[config.mk]
export PLATFORM = sky130hd
export DESIGN_NAME = dal_rotate
export DESIGN_NICKNAME = d
export VERILOG_FILES = /design/src/rtl/dal_pkg.sv /design/src/rtl/dal_rotate.sv
export SDC_FILE = /design/constraint.sdc
export NUM_CORES = 2
export LEC_CHECK = 0
export BUFFER_PORTS_ARGS = -buffer_cell sky130_fd_sc_hd__buf_2
export CORE_MARGIN = 5
export CORE_UTILIZATION = 60
export CTS_BUF_LIST = sky130_fd_sc_hd__clkbuf_4
export DETAILED_ROUTE_END_ITERATION = 7
export PLACE_DENSITY = 0.86
export SLEW_MARGIN = 5
export SYNTH_ARGS = -nofsm -noshare
export SYNTH_HDL_FRONTEND = slang
export SYNTH_SLANG_ARGS = --single-unit
export TNS_END_PERCENT = 50
[constraint.sdc]
create_clock -name clk -period 12.8 [get_ports clk]
set_input_delay 3.84 -clock clk [delete_from_list [all_inputs] [get_ports clk]]
set_output_delay 3.84 -clock clk [all_outputs]
set_load 0.005 [all_outputs]
[src/rtl/dal_pkg.sv]
// shared constants, word types and helper functions for the delta arm link angle block
package dal_pkg;

	localparam int COORD_WIDTH   = 32;
	localparam int ANGLE_WIDTH   = 32;
	localparam int CORDIC_STAGES = 24;

	localparam int WORK_W     = 64;
	localparam int ROT_FRAC   = 61 - COORD_WIDTH;
	localparam int WORK_FRAC  = 60;
	localparam int ANGLE_FRAC = ANGLE_WIDTH - 4;
	localparam int ANG_SH     = WORK_FRAC - ANGLE_FRAC;
	localparam int NRM_TOP    = 30;
	localparam int NRM_W      = NRM_TOP + 3;
	localparam int CRD_TOP    = 58;
	localparam int SQRT_STEPS = WORK_W / 2;
	localparam int ROOT_W     = SQRT_STEPS;
	localparam int LEN_W      = $clog2(WORK_W + 1);
	localparam int SH_W       = $clog2(WORK_W);

	localparam logic [1:0] ARM_ROT120 = 2'd1;
	localparam logic [1:0] ARM_ROT240 = 2'd3;

	localparam logic signed [WORK_W-1:0] PI_Q60         = 64'sh3243F6A8885A308D;
	localparam logic signed [WORK_W-1:0] HALF_PI_Q60    = 64'sh1921FB54442D1847;
	localparam logic signed [WORK_W-1:0] QUARTER_PI_Q60 = 64'sh0C90FDAA22168C23;
	localparam logic signed [WORK_W-1:0] SQRT3_HALF_Q52 = 64'sh000DDB3D742C2655;
	localparam logic signed [WORK_W-1:0] SQ_ROT =
		(SQRT3_HALF_Q52 + (64'sd1 <<< (52 - ROT_FRAC - 1))) >>> (52 - ROT_FRAC);
	localparam logic signed [WORK_W-1:0] ANG_RND = 64'sd1 <<< (ANG_SH - 1);

	typedef struct packed {
		logic [1:0]                    arm_select;
		logic signed [COORD_WIDTH-1:0] elbow_x;
		logic signed [COORD_WIDTH-1:0] elbow_y;
		logic signed [COORD_WIDTH-1:0] elbow_z;
		logic signed [COORD_WIDTH-1:0] effector_x;
		logic signed [COORD_WIDTH-1:0] effector_y;
		logic signed [COORD_WIDTH-1:0] effector_z;
	} item_t;

	typedef struct packed {
		logic signed [ANGLE_WIDTH-1:0] angle_a;
		logic signed [ANGLE_WIDTH-1:0] angle_b;
		logic                          a_vertical;
		logic                          b_degenerate;
	} result_t;

	typedef struct packed {
		logic signed [WORK_W-1:0] dx;
		logic signed [WORK_W-1:0] dz;
		logic signed [WORK_W-1:0] ey;
	} rot_t;

	typedef struct packed {
		logic signed [WORK_W-1:0] dx;
		logic signed [WORK_W-1:0] dz;
		logic signed [WORK_W-1:0] ey;
		logic signed [NRM_W-1:0]  ny;
		logic                     vert;
		logic                     degen;
	} side_t;

	typedef struct packed {
		logic vert;
		logic degen;
		logic dx_neg;
		logic dz_neg;
	} flag_t;

	function automatic logic [WORK_W-1:0] udiv_pow2(int unsigned e, int unsigned d);
		logic [WORK_W-1:0] num;
		logic [WORK_W-1:0] q;
		logic [WORK_W-1:0] r;
		num = {{(WORK_W-1){1'b0}}, 1'b1} << e;
		q = '0;
		r = '0;
		for (int b = WORK_W - 1; b >= 0; b--) begin
			r = {r[WORK_W-2:0], num[b]};
			if (r >= WORK_W'(d)) begin
				r = r - WORK_W'(d);
				q[b] = 1'b1;
			end
		end
		return q;
	endfunction

	function automatic logic signed [WORK_W-1:0] atan_q60(int unsigned i);
		logic signed [WORK_W-1:0] sum;
		logic [WORK_W-1:0]        term;
		int unsigned              sh;
		sum = '0;
		if (i == 0) begin
			sum = QUARTER_PI_Q60;
		end else begin
			for (int unsigned k = 0; k < 31; k++) begin
				sh = i * (2 * k + 1);
				if (sh <= WORK_FRAC) begin
					term = udiv_pow2(WORK_FRAC - sh, 2 * k + 1);
					if (k[0])
						sum = sum - $signed(term);
					else
						sum = sum + $signed(term);
				end
			end
		end
		return sum;
	endfunction

	function automatic logic [LEN_W-1:0] bit_len(logic [WORK_W-1:0] m);
		logic [LEN_W-1:0] len;
		len = '0;
		for (int i = 0; i < WORK_W; i++)
			if (m[i])
				len = LEN_W'(i + 1);
		return len;
	endfunction

	function automatic logic signed [WORK_W-1:0] scale_pow2(logic signed [WORK_W-1:0] v,
			logic left, logic [SH_W-1:0] sh);
		return left ? (v <<< sh) : (v >>> sh);
	endfunction

	function automatic logic signed [ANGLE_WIDTH-1:0] to_angle(logic signed [WORK_W-1:0] z);
		logic signed [WORK_W-1:0] t;
		t = z + ANG_RND;
		return $signed(t[ANG_SH +: ANGLE_WIDTH]);
	endfunction

endpackage

[src/rtl/dal_rotate.sv]
// front end: coordinate differences and rotation about z for the selected arm
module dal_rotate (
	input  logic           clk,
	input  logic           arst_n,
	input  logic           en,
	input  logic           in_valid,
	input  dal_pkg::item_t in_item,
	output logic           out_valid,
	output dal_pkg::rot_t  out_rot
);
	import dal_pkg::*;

	logic v_s1, v_s2, v_s3;
	logic [1:0] arm_s1, arm_s2;
	logic signed [COORD_WIDTH:0] ddx_s1, ddy_s1, dzd_s1, ddx_s2, dzd_s2;
	logic signed [COORD_WIDTH-1:0] ex_s1, eyi_s1, eyi_s2;
	logic signed [WORK_W-1:0] pdy_s2, pex_s2;
	rot_t rot_s3;
	logic signed [WORK_W-1:0] hdx_c, hey_c, dx_c, ey_c;

	always_comb begin
		hdx_c = WORK_W'(ddx_s2) <<< (ROT_FRAC - 1);
		hey_c = WORK_W'(eyi_s2) <<< (ROT_FRAC - 1);
		case (arm_s2)
			ARM_ROT120: begin
				dx_c = -hdx_c + pdy_s2;
				ey_c = -pex_s2 - hey_c;
			end
			ARM_ROT240: begin
				dx_c = -hdx_c - pdy_s2;
				ey_c = pex_s2 - hey_c;
			end
			default: begin
				dx_c = WORK_W'(ddx_s2) <<< ROT_FRAC;
				ey_c = WORK_W'(eyi_s2) <<< ROT_FRAC;
			end
		endcase
	end

	always_ff @(posedge clk or negedge arst_n) begin
		if (!arst_n) begin
			v_s1 <= 1'b0;
			v_s2 <= 1'b0;
			v_s3 <= 1'b0;
		end else if (en) begin
			v_s1 <= in_valid;
			v_s2 <= v_s1;
			v_s3 <= v_s2;
		end
	end

	always_ff @(posedge clk) begin
		if (en) begin
			arm_s1 <= in_item.arm_select;
			ddx_s1 <= (COORD_WIDTH+1)'(in_item.elbow_x) - (COORD_WIDTH+1)'(in_item.effector_x);
			ddy_s1 <= (COORD_WIDTH+1)'(in_item.elbow_y) - (COORD_WIDTH+1)'(in_item.effector_y);
			dzd_s1 <= (COORD_WIDTH+1)'(in_item.effector_z) - (COORD_WIDTH+1)'(in_item.elbow_z);
			ex_s1  <= in_item.effector_x;
			eyi_s1 <= in_item.effector_y;
			arm_s2 <= arm_s1;
			pdy_s2 <= SQ_ROT * WORK_W'(ddy_s1);
			pex_s2 <= SQ_ROT * WORK_W'(ex_s1);
			ddx_s2 <= ddx_s1;
			dzd_s2 <= dzd_s1;
			eyi_s2 <= eyi_s1;
			rot_s3.dx <= dx_c;
			rot_s3.ey <= ey_c;
			rot_s3.dz <= WORK_W'(dzd_s2) <<< ROT_FRAC;
		end
	end

	assign out_valid = v_s3;
	assign out_rot   = rot_s3;

endmodule

==> run_results.csv <==
group,metric,value,unit
run_status,status,"finished, final reports clean",
floorplanning,num_io_pins,391,
timing,worstMarginPinSlew,1179,ps
setup_path,path_max_fanout,3,
route,drtIter0Drc,4799,
grt,antenna_found_initial,15,
logic_synthesis,synth.most_common_cell,"inv_1",
timing,fmax,118.0,MHz
logic_synthesis,yosysTopAreaCellShare,0.2606,
timing,setup_viol,0,
cells_and_area,layout-drive-gt1-share,0.09340,
grt,grt_overflow,0,
clock_network,clk_latency,1160,ps
route,final_antenna_net_count,0,
route,viasPerCell,5.692,
logic_synthesis,synth_edf_count,539,
floorplanning,rows,124,
clock_network,cts.repair.resized,0,
hold_path,holdCritPathClass,"flip-flop to flip-flop",
route,remaining_drc_errors,0,
logic_synthesis,yosysSeqAreaShare,0.2339,
grt,grtUsageMet1,0.4363,
timing,worst_slack,4329,ps
floorplanning,die_width,350.4,um
logic_synthesis,synthCells,6907,
timing,rsz0062_at_grt,"no",
setup_path,crit_path_start_kind,"primary input",
setup_path,arrival,9340,ps
placed_design,post_dp_cell_area,0.07275,mm2
cells_and_area,fin_area,0.07458,mm2
grt,grt_use_total,0.3121,
logic_synthesis,synth_area_leaders,"fa_1, edfxtp_1, ha_1, inv_1, xnor2_1",
timing,tns,0,ps
timing,fin_skew,100.6,ps
flow_run,drv_cap,0,
logic_synthesis,synth-seq-cells,542,
logic_synthesis,synth_flop_cell,"edfxtp_1",
grt,grt_start_max_net_pins,172,
clock_network,clk_pin_slew_worst_paths,60,ps
route,finalWirelength,189.9,mm
setup_path,cp-end-kind,"flip-flop",
clock_network,clockBufferDepth,3,
logic_synthesis,synth_common_cells,"inv_1, fa_1, ha_1, edfxtp_1, a21oi_1",
floorplanning,start_util,0.6065,
floorplanning,die_h,350.4,um
grt,gr-usage-met2,0.4839,
clock_network,holdBufCountCts,0,
cells_and_area,nNetsFinal,9279,
clock_network,cts_tree,"built",
logic_synthesis,synth.distinct_cells,108,
timing,finalHoldViolCount,0,
placed_design,post-dp-hpwl,161.7,mm
logic_synthesis,syn_area_per_cell,10.07,um2
setup_path,crit_type,"primary input to flip-flop",
floorplanning,fp.dieArea,0.1228,mm2
floorplanning,coreArea,0.1147,mm2
logic_synthesis,yosysWarnings,0,
timing,slew_violations,0,
grt,grt_pass1_vias,52460,
clock_network,root_buffer,"clkbuf_4",
route,vias,51040,
logic_synthesis,synth_largest_area_cell,"fa_1",
clock_network,clock_sinks,542,
grt,top_usage_layer,"met2",
logic_synthesis,mappedNetlistArea,0.06953,mm2
placed_design,routabilityCongestion,1.004,
cells_and_area,syn2layout_area_growth,7.263,%
timing,hold_ws,409.7,ps
timing,min_period,8471,ps
placed_design,place_ws,3291,ps
route,wl_per_cell,21.18,um
timing,min_period_over_period,0.6618,
logic_synthesis,ys_async_sr_fraction,0.005535,
grt,use_met3,0.07094,
clock_network,cts-htree-levels,4,
placed_design,io_buffers,355,
route,first_pass_iters,5,
grt,grt_pass1_wl,293.7,mm
setup_path,worstPathRequired,13670,ps
clock_network,postCtsSetupRepairBufs,0,
timing,relSlewSlack,0.2142,
clock_network,cts_buffers,148,
## stage by stage
step | cells | utilization
final | 8966 | 0.6505
after CTS | 8953 | 0.6502
after global placement | 8696 | 0.6345
after floorplan | 6941 | -
after detailed placement | 8696 | 0.6345
after global routing | 8960 | 0.6504
## logic make-up (layout without fill, tap and decap cells)
group / count (synthesis) / count (layout) / synth area share
buf+inv: 1939 / 2439 / 0.1084
xor+xnor: 491 / 491 / 0.06212
compound gates: 1126 / 1126 / 0.1041
fa+ha+maj: 1747 / 1747 / 0.4121
flops: 542 / 542 / 0.2339
other cells: 1 / 48 / 0.00005393
simple gates: 1018 / 1018 / 0.07257
mux: 43 / 43 / 0.006802
## worst paths after layout
kind | start | to | slack (ps) | cells past startpoint
worst min-delay path | arm_s1[0] | arm_s2[0] | 410 | 0
worst min register to register | arm_s1[0] | arm_s2[0] | 410 | 0
max in group asynchronous | arst_n | v_s1 | 10130 | 1
worst max register to register | ex_s1[10] | pex_s2[59] | 4460 | 28
worst max-delay path | in_item[32] | ddy_s1[32] | 4330 | 17
min in group asynchronous | arst_n | out_valid | 2560 | 1
## placed cells by master, fill, tap and decap left out, drive strengths merged, types with 46 or more instances in the layout
cell type	count
a21o	178
clkbuf	203
nor2b	63
nor3	90
nand3	76
xor2	182
fa	905
o21ai	221
nand2	224
edfxtp	539
buf	372
a21oi	351
nand2b	49
inv	1817
xnor2	309
ha	842
nor2	307
clkinv	46
## state kept, by name, summed over array words and instances, names as in the netlist, 2 cells and up
register,flops
arm_s1,2
arm_s2,2
ddx_s1,33
ddx_s2,33
ddy_s1,33
dzd_s1,33
dzd_s2,33
ex_s1,32
eyi_s1,32
eyi_s2,32
out_rot,155
pdy_s2,60
pex_s2,59
## worst max-delay path, stage by stage
cell and delay [ps]:
buf_2 120, ha_1 220, fa_1 420, nor2b_1 140, o21ai_0 100, a21boi_0 710
o21ai_0 250, a21boi_0 450, o21ai_0 460, a31o_2 410, a211oi_1 370, nor2_1 120
a2111oi_0 530, nor2_1 130, a2111oi_0 550, o21ai_0 220, a31o_2 270
## final cells by class
type,count,area [um2]
multi-input combinational,4460,45870
fill,8973,40070
sequential,542,16260
inverter,1810,6794
timing repair buffer,372,1939
tap,1512,1892
clock buffer,203,1524
clock inverter,54,275.3
antenna,13,32.53
## routing by layer
metal | up-vias | routed length (um)
met5 | - | 72
met4 | 10 | 7139
met3 | 353 | 19590
met2 | 2468 | 84730
met1 | 25050 | 78400
li1 | 23160 | -
Power is not shown: default switching activity piles up to over one toggle a cycle in this logic, so the estimate is an artifact.
